**config.mk**
```make
export PLATFORM = sky130hd
export DESIGN_NAME = ast_cell
export DESIGN_NICKNAME = d
export VERILOG_FILES = /design/src/hdl/ast_pkg.sv /design/src/hdl/ast_cell.sv
export SDC_FILE = /design/constraint.sdc
export NUM_CORES = 2
export LEC_CHECK = 0
export BUFFER_PORTS_ARGS = -buffer_cell sky130_fd_sc_hd__clkbuf_2
export CAP_MARGIN = 20
export CORE_MARGIN = 4
export CORE_UTILIZATION = 63
export DETAILED_ROUTE_END_ITERATION = 8
export GPL_TIMING_DRIVEN = 0
export PLACE_DENSITY_LB_ADDON = 0.15
export SYNTH_ARGS = -nofsm -noshare
export SYNTH_HDL_FRONTEND = slang
export SYNTH_SLANG_ARGS = --single-unit
```
**constraint.sdc**
```tcl
create_clock -name clk -period 19.3 [get_ports clk]
set_clock_uncertainty 0.1 [all_clocks]
set_input_delay 3.86 -clock clk [delete_from_list [all_inputs] [get_ports clk]]
set_output_delay 3.86 -clock clk [all_outputs]
set_load 0.05 [all_outputs]
```
**src/hdl/ast_pkg.sv**
```systemverilog
`timescale 1ns / 1ps

package ast_pkg;

  // series length
  localparam int MAX_TERMS = 32;
  localparam int NUM_CELLS = MAX_TERMS - 1;
  localparam int CNT_W     = $clog2(MAX_TERMS + 1);

  // term count register
  localparam int              TC_W     = 6;
  localparam logic [TC_W-1:0] TC_RESET = TC_W'(8);

  // argument and internal number formats
  localparam int X_W    = 16;
  localparam int FRAC_X = 15;
  localparam int Q_W    = 32;
  localparam int FRAC_W = 30;
  localparam int SUM_W  = 34;

  // result format
  localparam int OUT_W     = 18;
  localparam int RES_SHIFT = 14;
  localparam int RES_W     = SUM_W - RES_SHIFT;

  localparam logic signed [Q_W-1:0]     ONE_Q30  = Q_W'(1) << FRAC_W;
  localparam logic signed [2*Q_W-1:0]   RND_HALF = (2 * Q_W)'(1) << (FRAC_W - 1);
  localparam logic signed [SUM_W-1:0]   RES_HALF = SUM_W'(1) << (RES_SHIFT - 1);
  localparam logic signed [RES_W-1:0]   RES_MAX  = RES_W'((1 << (OUT_W - 1)) - 1);
  localparam logic signed [RES_W-1:0]   RES_MIN  = RES_W'(-(1 << (OUT_W - 1)));

  // step of the shared multiplier inside every cell
  typedef enum logic [3:0] {
    PH_FCT   = 4'b0001,
    PH_NUM   = 4'b0010,
    PH_PROD  = 4'b0100,
    PH_SCALE = 4'b1000
  } phase_t;

  // what one cell hands to the next
  typedef struct packed {
    logic                    valid;
    logic signed [Q_W-1:0]   x2;
    logic signed [Q_W-1:0]   num;
    logic signed [Q_W-1:0]   fct;
    logic signed [SUM_W-1:0] sum;
    logic signed [Q_W-1:0]   term;
  } beat_t;

  // round half up and drop the 30 fraction bits of a product
  function automatic logic signed [Q_W-1:0] rnd_q30(input logic signed [2*Q_W-1:0] p);
    logic signed [2*Q_W-1:0] w;
    w = p + RND_HALF;
    return w[FRAC_W+Q_W-1:FRAC_W];
  endfunction

endpackage

```
**src/hdl/ast_cell.sv**
```systemverilog
`timescale 1ns / 1ps

module ast_cell (
  input  logic                         clk,
  input  logic                         rst,
  input  logic                         step,
  input  ast_pkg::phase_t              phase,
  input  logic                         active,
  input  logic signed [ast_pkg::Q_W-1:0] ratio,
  input  logic signed [ast_pkg::Q_W-1:0] recip,
  input  ast_pkg::beat_t               up,
  output ast_pkg::beat_t               down
);
  import ast_pkg::*;

  logic                    valid;
  logic signed [Q_W-1:0]   x2;
  logic signed [Q_W-1:0]   num;
  logic signed [Q_W-1:0]   fct;
  logic signed [SUM_W-1:0] sum;
  logic signed [Q_W-1:0]   term;

  logic signed [Q_W-1:0]   op_a;
  logic signed [Q_W-1:0]   op_b;
  logic signed [2*Q_W-1:0] prod;
  logic signed [Q_W-1:0]   prod_q;

  // operand select for the one multiplier
  always_comb begin
    case (phase)
      PH_FCT: begin
        op_a = fct;
        op_b = ratio;
      end
      PH_NUM: begin
        op_a = num;
        op_b = x2;
      end
      PH_PROD: begin
        op_a = fct;
        op_b = num;
      end
      PH_SCALE: begin
        op_a = term;
        op_b = recip;
      end
      default: begin
        op_a = '0;
        op_b = '0;
      end
    endcase
  end

  assign prod   = op_a * op_b;
  assign prod_q = rnd_q30(prod);

  // occupancy
  always_ff @(posedge clk) begin
    if (rst) begin
      valid <= 1'b0;
    end else if (step) begin
      valid <= up.valid;
    end
  end

  // load from upstream, then one multiply per phase
  always_ff @(posedge clk) begin
    if (step) begin
      x2   <= up.x2;
      num  <= up.num;
      fct  <= up.fct;
      sum  <= up.sum;
      term <= up.term;
    end else begin
      case (phase)
        PH_FCT: begin
          fct <= prod_q;
          sum <= sum + SUM_W'(term);
        end
        PH_NUM: begin
          num <= prod_q;
        end
        PH_PROD: begin
          term <= prod_q;
        end
        default: begin
        end
      endcase
    end
  end

  // the scaled term leaves straight from the multiplier
  always_comb begin
    down.valid = valid;
    down.x2    = x2;
    down.num   = num;
    down.fct   = fct;
    down.sum   = sum;
    down.term  = active ? prod_q : '0;
  end

endmodule

```
==> metrics <==
Yosys top cell area share=about half; pin count of the biggest net entering global routing=47; highest-count cells in the layout ignoring fill and taps=1,061 x fa_1, 951 x inv_1, 692 x nand2_1; post-synthesis net count=between 6k and 7k; GR Overflow Total=0; Ports=between 300 and 400; synth warn=0; Worst-path clk slew=about 70 ps; Cell Rows=96; count of final setup violators=0; CP Data Arrival Time=approximately 15,000 ps; Total Neg Setup Slack=0 ps; Initial DRC Count=about 5.2k; root buf cell=clkbuf_16; Final ANT Viol Nets=0; CTS buffer count=17; Crit path top cell by count=fa_1; power per standard cell area=a little over 100 nW/um^2; class of the worst hold path=register to register; post-layout util=a little over two thirds; Required @ worst endpoint=roughly 15,000 ps; status=finished clean; first-pass GRT wire length=around 280,000 microns; max-cap violation count=0; CTS Sinks=163; Slew Viols, Final=0; commonest non-fill, non-tap cell in the layout=fa_1; Layout area overhead=9.63%; Synth Flop Type=edfxtp_1; Critical-path top delay cell=clkdlybuf4s50_2; Pre-antenna DRT Iters=9; H-Tree Level Count=4; fin crit share=between 90 and 100%; initial antenna violation count=20; register bit total from synthesis=approximately 160; WS Path Type=input port to output port; CTS max path bufs=2; Total Routing Usage GR=53.1%; slowest stage delay, CP=700 ps; fin nets=about 6.7k; Post-synth EDFFs=approximately 160; die area=74,000 sq um; hpwl dp=approximately 160,000 microns; Starting Density=between 60% and 70%; Static Leak=between 20 and 25 nW; Die Y=272 microns; Worst-Margin Slew=1330 ps; endpoint class of the critical path=output port; syn_area_per_cell=9.18 sq um; Die Wd=roughly 270 microns; Worst VDD drop=0.187 mV; largest cells by area after synthesis=fa_1 48%, edfxtp_1 11%, inv_1 8.1%; # DRC=0; vias per inst=around 6.4; Rel. slew slack=between 10 and 15%; port bufs=around 400; Tmin final=19,300 ps; Clk Latency, worst-skew pair=~470 ps; CTS tree=yes; Routed WL per cell=between 30 and 40 microns; CP Launch Type=input port; register area share after synthesis=around 11%; placer congestion estimate=roughly 1.1; final wirelength=194,000 microns; share of layout cells above drive strength 1=between 10% and 20%; CP max FO=10; Synth area leader=fa_1; Post-Syn Area=~44,000 sq um; Max Clock Freq=51.8 MHz; Post-Synthesis Cells=~4.8k; asr flop ratio synth=0%; vias=between 30k and 40k; Netlist cell types=82; Core Footprint=roughly 69,000 sq um; Fin. Hold Viols=0; number of global-route vias before repair=just over 40k
## cell usage after synthesis, types with 11 or more instances
library cell and number:
a21o_1 78, a21oi_1 96, a22oi_1 76, a31oi_1 14, and2_1 60, buf_1 16, clkbuf_1 223, edfxtp_1 162
fa_1 1063, ha_1 208, inv_1 953, nand2_1 705, nand2b_1 20, nand3_1 23, nand4_1 24, nor2_1 629
nor2b_1 15, nor3_1 20, o21ai_0 117, o21bai_1 18, o31ai_1 11, or2_2 18, xnor2_1 47, xor2_1 24
## stage by stage
stage / instances / power, mW / instance area (sq um) / setup slack, ps / hold WS (ps)
floorplan: 4784 / 3.08 / 43900 / 1050 / 362
global placement: 6110 / 4.28 / 47100 / -1670 / 396
detailed placement: 6120 / 4.33 / 47200 / -1680 / 415
CTS: 6154 / 4.68 / 48000 / -0.121 / 436
global route: 6150 / 5.03 / 48100 / -18.1 / 484
finish: 6157 / 4.85 / 48200 / 2.82 / 430
## final timing paths
| check | start | end | slack [ps] | cells after the start |
|---|---|---|---|---|
| max reg2reg | num[31] | fct[20] | 7980 | 25 |
| min reg2reg | valid | valid | 430 | 2 |
| min | valid | valid | 430 | 2 |
| max | phase[1] | down[20] | 3 | 33 |
## sequential cells by signal, indices dropped and copies added, names as in the netlist
signal	count
valid	1
num	32
x2	32
term	32
fct	32
sum	34
## logic make-up after synthesis
| family | count (synthesis) | synth area share, % |
|---|---|---|
| flops | 163 | 11.1 |
| mux | 7 | 0.165 |
| simple gates | 1565 | 14.8 |
| fa+ha+maj | 1271 | 54.4 |
| compound gates | 492 | 7.49 |
| xor+xnor | 71 | 1.42 |
| buf+inv | 1215 | 10.7 |
## critical path: cells and delay by family
| kind | cells | cell delay, ps |
|---|---|---|
| fa+ha+maj | 9 | 4320 |
| simple gates | 7 | 1950 |
| compound gates | 5 | 1560 |
| buf+inv | 11 | 3220 |
| xor+xnor | 1 | 390 |
## routing by layer
metal  global-route usage [%]  part of all wire, %
met1                     64.6                   32
met2                     75.9                   41
met3                     18.4                   15
met4                     45.4                   12
met5                    0.987                0.071
## where the power goes
part           internal, mW  total (mW)  switching [mW]  leakage, nW
registers             0.581       0.733           0.152         1.62
logic                  1.13        3.78            2.65         22.0
clock network         0.166       0.336           0.171        0.253
total                  1.88        4.85            2.97         23.9
## cell type report
| type | count | area, sq um |
|---|---|---|
| clock buffer | 18 | 429 |
| timing repair buffer | 415 | 2240 |
| inverter | 953 | 3580 |
| clock inverter | 14 | 104 |
| tap | 931 | 1160 |
| buffer | 243 | 1170 |
| sequential | 163 | 4880 |
| multi-input combinational | 3406 | 34500 |
| fill | 5592 | 20700 |
| antenna | 14 | 35.0 |
## repair_timing
action,4_1_cts,5_1_grt
hold buffers,0,0
endpoints found under the setup margin,29,23
setup buffers,7,0
endpoints found under the hold margin,0,0
gates resized for setup,67,112
pin swaps,0,1
Power figures use the tool's default switching activity.
