## config.mk

```make
export PLATFORM = sky130hd
export DESIGN_NAME = ast_finish
export DESIGN_NICKNAME = d
export VERILOG_FILES = /design/src/hdl/ast_pkg.sv /design/src/hdl/ast_finish.sv
export SDC_FILE = /design/constraint.sdc
export NUM_CORES = 1
export LEC_CHECK = 0
export ABC_CLOCK_PERIOD_IN_PS = 9200
export BUFFER_PORTS_ARGS = -buffer_cell sky130_fd_sc_hd__buf_2
export CORE_MARGIN = 10
export CORE_UTILIZATION = 54
export CTS_BUF_LIST = sky130_fd_sc_hd__clkbuf_4
export DETAILED_ROUTE_END_ITERATION = 10
export MAX_ROUTING_LAYER = met4
export PLACE_DENSITY = 0.88
export SYNTH_ARGS = -nofsm -noshare
export SYNTH_HDL_FRONTEND = slang
export SYNTH_SLANG_ARGS = --single-unit
```

## constraint.sdc

```tcl
create_clock -name clk -period 9.2 [get_ports clk]
set_clock_uncertainty 0.05 [all_clocks]
set_input_delay 1.84 -clock clk [delete_from_list [all_inputs] [get_ports clk]]
set_output_delay 1.84 -clock clk [all_outputs]
set_load 0.02 [all_outputs]
```

## src/hdl/ast_pkg.sv

```systemverilog
`timescale 1ns / 1ps

package ast_pkg;

  // series length
  localparam int MAX_TERMS = 32;
  localparam int NUM_CELLS = MAX_TERMS - 1;
  localparam int CNT_W     = $clog2(MAX_TERMS + 1);

  // term count register
  localparam int              TC_W     = 6;
  localparam logic [TC_W-1:0] TC_RESET = TC_W'(8);

  // argument and internal number formats
  localparam int X_W    = 16;
  localparam int FRAC_X = 15;
  localparam int Q_W    = 32;
  localparam int FRAC_W = 30;
  localparam int SUM_W  = 34;

  // result format
  localparam int OUT_W     = 18;
  localparam int RES_SHIFT = 14;
  localparam int RES_W     = SUM_W - RES_SHIFT;

  localparam logic signed [Q_W-1:0]     ONE_Q30  = Q_W'(1) << FRAC_W;
  localparam logic signed [2*Q_W-1:0]   RND_HALF = (2 * Q_W)'(1) << (FRAC_W - 1);
  localparam logic signed [SUM_W-1:0]   RES_HALF = SUM_W'(1) << (RES_SHIFT - 1);
  localparam logic signed [RES_W-1:0]   RES_MAX  = RES_W'((1 << (OUT_W - 1)) - 1);
  localparam logic signed [RES_W-1:0]   RES_MIN  = RES_W'(-(1 << (OUT_W - 1)));

  // step of the shared multiplier inside every cell
  typedef enum logic [3:0] {
    PH_FCT   = 4'b0001,
    PH_NUM   = 4'b0010,
    PH_PROD  = 4'b0100,
    PH_SCALE = 4'b1000
  } phase_t;

  // what one cell hands to the next
  typedef struct packed {
    logic                    valid;
    logic signed [Q_W-1:0]   x2;
    logic signed [Q_W-1:0]   num;
    logic signed [Q_W-1:0]   fct;
    logic signed [SUM_W-1:0] sum;
    logic signed [Q_W-1:0]   term;
  } beat_t;

  // round half up and drop the 30 fraction bits of a product
  function automatic logic signed [Q_W-1:0] rnd_q30(input logic signed [2*Q_W-1:0] p);
    logic signed [2*Q_W-1:0] w;
    w = p + RND_HALF;
    return w[FRAC_W+Q_W-1:FRAC_W];
  endfunction

endpackage

```

## src/hdl/ast_finish.sv

```systemverilog
`timescale 1ns / 1ps

module ast_finish (
  input  logic                             clk,
  input  logic                             rst,
  input  logic                             step,
  input  ast_pkg::beat_t                   up,
  output logic                             busy,
  output logic signed [ast_pkg::OUT_W-1:0] arcsin_value,
  output logic                             arcsin_valid,
  input  logic                             arcsin_stall
);
  import ast_pkg::*;

  logic                    hold_valid;
  logic signed [SUM_W-1:0] hold_sum;
  logic signed [Q_W-1:0]   hold_term;

  logic signed [SUM_W-1:0] total;
  logic signed [RES_W-1:0] res;
  logic signed [RES_W-1:0] res_sat;
  logic                    out_free;

  assign out_free = !arcsin_valid || !arcsin_stall;
  assign busy     = hold_valid;

  // last term added, rounded to q2.16 and clipped
  assign total = hold_sum + SUM_W'(hold_term) + RES_HALF;
  assign res   = total[SUM_W-1:RES_SHIFT];

  always_comb begin
    if (res > RES_MAX) begin
      res_sat = RES_MAX;
    end else if (res < RES_MIN) begin
      res_sat = RES_MIN;
    end else begin
      res_sat = res;
    end
  end

  // holding slot control
  always_ff @(posedge clk) begin
    if (rst) begin
      hold_valid <= 1'b0;
    end else if (step) begin
      hold_valid <= up.valid;
    end else if (out_free) begin
      hold_valid <= 1'b0;
    end
  end

  always_ff @(posedge clk) begin
    if (step) begin
      hold_sum  <= up.sum;
      hold_term <= up.term;
    end
  end

  // output register
  always_ff @(posedge clk) begin
    if (rst) begin
      arcsin_valid <= 1'b0;
    end else if (out_free) begin
      arcsin_valid <= hold_valid;
    end
  end

  always_ff @(posedge clk) begin
    if (out_free && hold_valid) begin
      arcsin_value <= res_sat[OUT_W-1:0];
    end
  end

endmodule

```

==> results of run 1 <==
[sequential cells by signal, indices dropped and copies added, names as in the netlist]
signal / count
arcsin_value: 18
hold_sum: 34
hold_term: 32
arcsin_valid: 1
busy: 1
[report_power, final]
| part | leakage (nW) | switching, W | internal, W |
|---|---|---|---|
| logic | 1.53 | 0.000182 | 0.000145 |
| registers | 0.828 | 0.00000901 | 0.000480 |
| clock network | 0.0673 | 0.000133 | 0.0000588 |
| total | 2.42 | 0.000323 | 0.000684 |
[stage by stage]
stage | power, W | utilization, %
3_5_place_dp | 0.000819 | 62.6
4_1_cts | 0.00101 | 64.1
3_3_place_gp | 0.000812 | 62.6
2_1_floorplan | 0.000748 | -
5_1_grt | 0.00107 | 64.1
6_report | 0.00101 | 64.1
[cells in the mapped netlist (5+ instances only)]
master and number:
ha_1 63, o21ai_1 7, nor2_1 16, xnor2_1 13, nand4_1 7, a21oi_1 25, a21o_1 33, inv_1 9
nand3_1 7, clkbuf_1 5, and3_1 6, edfxtp_1 84, nand2_1 12, o21ai_0 6
[kinds of logic (layout without fill, tap and decap cells)]
group           after synthesis  after routing  synth area share [%]
compound gates              100            100                  14.8
xor+xnor                     17             17                  3.23
fa+ha+maj                    63             63                  17.1
buf+inv                      17            117                  1.68
flops                        86             86                  55.5
mux                           2              2                 0.434
simple gates                 63             63                  7.29
[layer usage]
layer,wire [um],GRT usage [%]
met5,0,-
met4,99,4.15
met3,569,3.94
met2,3930,21.6
met1,3860,16.4
[worst paths after layout]
| kind | startpoint | end | slack (ns) | cells past startpoint |
|---|---|---|---|---|
| max | hold_sum[19]$_DFFE_PP_ | arcsin_value[10]$_SDFFCE_PN1P_ | 5.66 | 10 |
| min | busy$_SDFFE_PP0P_ | arcsin_valid$_SDFFE_PP0N_ | 0.47 | 2 |
| max reg2reg | hold_sum[19]$_DFFE_PP_ | arcsin_value[10]$_SDFFCE_PN1P_ | 5.66 | 10 |
| min reg2reg | busy$_SDFFE_PP0P_ | arcsin_valid$_SDFFE_PP0N_ | 0.47 | 2 |
[tightest hold or removal path, delay by kind of cell (launching register included)]
| kind | cells | cell delay (ns) |
|---|---|---|
| flops | 1 | 0.38 |
| compound gates | 1 | 0.05 |
| simple gates | 1 | 0.07 |
[cells in the final DEF (no fill, tap or decap), types with 7 or more instances in the layout]
cell	count
a21o_1	33
a21oi_1	25
buf_2	90
clkbuf_4	9
edfxtp_1	84
ha_1	63
inv_1	9
nand2_1	12
nand3_1	7
nand4_1	7
nor2_1	16
o21ai_1	7
xnor2_1	13
[area by class of cell]
cell class	count	area [sq um]	share of cell area [%]
Clock buffer	9	67.6	1.28
Clock inverter	7	56.3	1.06
Inverter	9	33.8	0.638
Multi-Input combinational cell	245	1980	37.3
Sequential cell	86	2560	48.4
Tap cell	105	131	2.48
Timing Repair Buffer	92	465	8.79
==> impl_metrics.json, run 1 <==
{
  "synth_nets": 578,
  "rsz0062_at_grt": "false",
  "antenna_found_initial": 0,
  "avgSynthCellArea_sq_um": 13.3,
  "cts.htree.levels": 3,
  "cts_buffer_depth": 2,
  "postCtsSetupBuffers": 0,
  "ant_nets": 0,
  "critical_path_class": "reg -> reg",
  "setup_viol_count_final": 0,
  "clock-sinks": 86,
  "initial_core_util_pct": 55.9,
  "cts_hold_buf": 0,
  "hp-class": "reg -> reg",
  "grt_usage_pct": 13.6,
  "post-place-ws_ns": 5.79,
  "status": "completed",
  "area_growth_pct": 14.7,
  "rows": 33,
  "finalCritPeriodShare_pct": 38.5,
  "gr-total-overflow": 0,
  "cp-start-kind": "register",
  "ys_async_sr_fraction_pct": 0,
  "power.leakage_nw": 2.42,
  "nFillCells": 630,
  "netlist_area_sq_mm": 0.00462,
  "fmax_mhz": 282,
  "port_buffers": 90,
  "synth_cells": 348,
  "worst_skew_pair.late_latency_ns": 0.44,
  "nNetsFinal": 673,
  "cts_resized": 0,
  "vias": 3081,
  "hold_ws_ns": 0.470,
  "ys_ff_latch": 86,
  "grt_pass1_vias": 3095,
  "cellPowerDensity_mw_per_mm2": 190,
  "die_w_um": 112,
  "dp_hpwl_mm": 6.65,
  "cp_num_buf_inv": 0,
  "core_area_sq_mm": 0.00826,
  "cts_tree": "built",
  "first_pass_iters": 4,
  "worstMarginPinSlew_ns": 0.810,
  "finalCriticalPeriod_ns": 3.54,
  "endpoint_kind": "register",
  "gp_congestion": 0.879,
  "hold_viol": 0,
  "cp.required_ns": 9.45,
  "yosysTopAreaCell": "edfxtp_1",
  "critical-path-top-delay-family": "compound AO/OA/AOI/OAI gates",
  "numCtsBuffers": 9,
  "die_y_um": 112,
  "routed_wl_mm": 8.46,
  "grt_start_max_net_pins": 69,
  "drive_gt1_share_pct": 25.7,
  "path_cells": "ha_1 -> ha_1 -> nand4_1 -> or3_1 -> a2111oi_0 -> o21bai_1 -> mux2i_1 -> o21a_1 -> a21oi_2 -> a31o_1",
  "peakVddDrop_v": 0.000112,
  "slew_headroom_pct": 46.0,
  "synth_top_area_share_pct": 54.6,
  "drt_iter0_markers": 131,
  "critical-path-max-stage-delay_ns": 0.53,
  "routedWlPerCell_um": 15.3,
  "cts.clk_slew.worst_paths_ns": 0.14,
  "slowest_stage": "a21oi_2",
  "yosys-top-cells-area": "edfxtp_1 (55%), ha_1 (17%), a21o_1 (5.4%), a21oi_1 (2.7%), xnor2_1 (2.5%)",
  "maxCapViolCount": 0,
  "grt_pass1_wl_mm": 14.0,
  "die-area_sq_mm": 0.0126,
  "ioPinCount": 187,
  "synth_ff_type": "edfxtp_1",
  "cts-root-buf": "clkbuf_4",
  "drc_errors": 0,
  "via_per_inst": 5.57,
  "worst_ep_arrival_time_ns": 3.79,
  "placed_area_sq_mm": 0.00517,
  "synth_edf_count": 84,
  "crit_top_cell": "ha_1",
  "diodes": 0,
  "finalSetupTns_ns": 0,
  "yosysWarnings": 0,
  "cp_max_fo": 17,
  "finalNonFillerCells": 553,
  "final_cell_area_sq_mm": 0.00529,
  "dp_cells": 537,
  "netlist-cell-type-count": 47,
  "maxSlewViolCount": 0,
  "ys_seq_area_share_pct": 55.5,
  "finalWorstSetupSlack_ns": 5.66
}
Note: power is estimated with default switching activity, not from simulation.
==> run 2: changes to the inputs <==
--- a/config.mk
+++ b/config.mk
@@ -5,14 +5,14 @@
 export SDC_FILE = /design/constraint.sdc
 export NUM_CORES = 1
 export LEC_CHECK = 0
-export ABC_CLOCK_PERIOD_IN_PS = 9200
+export ABC_CLOCK_PERIOD_IN_PS = 3700
 export BUFFER_PORTS_ARGS = -buffer_cell sky130_fd_sc_hd__buf_2
 export CORE_MARGIN = 10
-export CORE_UTILIZATION = 54
+export CORE_UTILIZATION = 50
 export CTS_BUF_LIST = sky130_fd_sc_hd__clkbuf_4
 export DETAILED_ROUTE_END_ITERATION = 10
 export MAX_ROUTING_LAYER = met4
-export PLACE_DENSITY = 0.88
+export PLACE_DENSITY = 0.82
 export SYNTH_ARGS = -nofsm -noshare
 export SYNTH_HDL_FRONTEND = slang
 export SYNTH_SLANG_ARGS = --single-unit
==> constraint.sdc (replaced) <==
create_clock -name clk -period 3.7 [get_ports clk]
set_clock_uncertainty 0.05 [all_clocks]
set_input_delay 0.74 -clock clk [delete_from_list [all_inputs] [get_ports clk]]
set_output_delay 0.74 -clock clk [all_outputs]
set_load 0.02 [all_outputs]
==> run 2 against run 1 <==
Effect of this change: first-iteration DRC count decreased by 11%; design area increased by 1.3%; routed wire length increased by 5.3%; non-clock buffer count increased by 1; die area increased by 6.6%; fmax increased by 3.4%; largest power group unchanged.
==> impl_metrics.json, run 2 (synthesized netlist as in run 1, its figures left out) <==
{
  "critical-path-top-delay-family": "compound AO/OA/AOI/OAI gates",
  "setup_viol_count_final": 0,
  "cts_buffer_depth": 2,
  "clock-sinks": 86,
  "maxCapViolCount": 0,
  "status": "completed",
  "seq_power_share_pct": 45.8,
  "cellPowerDensity_mw_per_mm2": 496,
  "worstRegToRegCells": 11,
  "die_w_um": 116,
  "cp.required_ns": 3.83,
  "grt_start_max_net_pins": 33,
  "via_per_inst": 5.47,
  "critical_path_class": "reg -> reg",
  "nNetsFinal": 674,
  "hold_ws_ns": 0.392,
  "slew_headroom_pct": 68.4,
  "postCtsSetupBuffers": 0,
  "total_power_w": 0.00266,
  "die_y_um": 116,
  "ioPinCount": 187,
  "top_register": "hold_sum",
  "peakVddDrop_v": 0.000284,
  "cts.clk_slew.worst_paths_ns": 0.16,
  "routed_wl_mm": 8.90,
  "rsz0062_at_grt": "false",
  "post-place-ws_ns": 0.316,
  "cts_tree": "built",
  "core_area_sq_mm": 0.00911,
  "gr-total-overflow": 0,
  "drive_gt1_share_pct": 25.8,
  "cts-root-buf": "clkbuf_4",
  "cts_hold_buf": 0,
  "grt_usage_pct": 14.3,
  "first_pass_iters": 4,
  "die-area_sq_mm": 0.0135,
  "power.share.clock_pct": 23.1,
  "highest_layer": "met4",
  "slowest_stage": "a221o_1",
  "fmax_mhz": 292,
  "seq_area_sq_mm": 0.00256,
  "power.leakage_nw": 2.45,
  "cp-start-kind": "register",
  "endpoint_kind": "register",
  "diodes": 0,
  "initial_core_util_pct": 50.7,
  "area_growth_pct": 16.2,
  "p_int_w": 0.00184,
  "dp_hpwl_mm": 7.06,
  "reg2reg_slack_ns": 0.27,
  "routedWlPerCell_um": 15.9,
  "numCtsBuffers": 9,
  "r2r-start": "hold_sum[17]$_DFFE_PP_",
  "cts_resized": 0,
  "routedLengthMet1_mm": 4.04,
  "cp_num_buf_inv": 0,
  "largest_reg_flops": 34,
  "path_cells": "ha_1 -> ha_1 -> a21o_1 -> a21o_1 -> a21o_1 -> a221o_1 -> o211a_1 -> o211ai_2 -> or3_4 -> nand3_4 -> a31o_1",
  "finalWorstSetupSlack_ns": 0.274,
  "cts.htree.levels": 3,
  "hold_viol": 0,
  "final_cell_mix": "buf_2 (90), edfxtp_1 (84), ha_1 (63), a21o_1 (33), a21oi_1 (25)",
  "gp_congestion": 0.892,
  "antenna_found_initial": 0,
  "drc_errors": 0,
  "critical-path-max-stage-delay_ns": 0.41,
  "worstMarginPinSlew_ns": 0.473,
  "drt_iter0_markers": 116,
  "dr_wl_met3_um": 500,
  "grt_pass1_vias": 3316,
  "finalCritPeriodShare_pct": 92.6,
  "maxSlewViolCount": 0,
  "switching_share_pct": 30.8,
  "cp_max_fo": 17,
  "hp-class": "in -> reg",
  "min-delay-start": "rst",
  "crit_top_cell": "a21o_1",
  "p_sw_w": 0.000819,
  "hold_path_depth": 2,
  "nFillCells": 749,
  "combinationalPowerShare_pct": 31.1,
  "port_buffers": 90,
  "finalSetupTns_ns": 0,
  "wl_met2_mm": 4.18,
  "mostFrequentLayoutCell": "buf_2",
  "finalCriticalPeriod_ns": 3.43,
  "multi_input_area_sq_mm": 0.00198,
  "worst_ep_arrival_time_ns": 3.56,
  "grt_pass1_wl_mm": 14.8,
  "rows": 35,
  "vias": 3061,
  "min_to": "arcsin_valid$_SDFFE_PP0N_",
  "r2r_end": "arcsin_value[10]$_SDFFCE_PN1P_",
  "ant_nets": 0,
  "worst_skew_pair.late_latency_ns": 0.44,
  "reg.largest.list": "hold_sum x34, hold_term x32, arcsin_value x18"
}
-- run 2: cell type report --
class / instances / share of cell area (%)
clock buffers: 9 / 1.26
clock inverters: 7 / 1.91
inverters: 9 / 0.630
multi-input cells: 245 / 37.0
flip-flops and latches: 86 / 47.8
well taps: 111 / 2.59
repair buffers: 93 / 8.82
-- run 2: power by group through the flow --
stage          logic [W]  registers, W  clock network, W
2_1_floorplan   0.000596       0.00127                 0
4_1_cts         0.000822       0.00122          0.000626
6_report        0.000827       0.00122          0.000615
5_1_grt         0.000933       0.00122          0.000674
3_5_place_dp    0.000807       0.00124                 0
3_3_place_gp    0.000787       0.00124                 0
-- run 2: layer usage --
metal / vias up / global-route usage [%]
met5: - / -
met4: 0 / 5.34
met3: 19 / 3.57
met2: 106 / 22.8
met1: 1391 / 17.1
li1: 1545 / -
-- run 2: worst max path at each step --
stage | from | to | slack (ns) | cells after the start
6_report | hold_sum[17]$_DFFE_PP_ | arcsin_value[10]$_SDFFCE_PN1P_ | 0.27 | 11
3_3_place_gp | hold_sum[22]$_DFFE_PP_ | arcsin_value[10]$_SDFFCE_PN1P_ | 0.32 | 10
2_1_floorplan | hold_sum[17]$_DFFE_PP_ | arcsin_value[14]$_SDFFCE_PN1P_ | 0.52 | 12
5_1_grt | hold_sum[6]$_DFFE_PP_ | arcsin_value[10]$_SDFFCE_PN1P_ | 0.07 | 11
4_1_cts | hold_sum[6]$_DFFE_PP_ | arcsin_value[10]$_SDFFCE_PN1P_ | 0.23 | 11
3_5_place_dp | hold_sum[8]$_DFFE_PP_ | arcsin_value[10]$_SDFFCE_PN1P_ | 0.32 | 11
-- run 2: through the flow --
stage                     utilization, %  cells  instance area (sq um)
after CTS                           58.8    560                   5350
after floorplan                        -    348                   4620
after global routing                58.9    560                   5360
final                               58.9    560                   5360
after global placement              56.9    544                   5180
after detailed placement            56.9    544                   5180
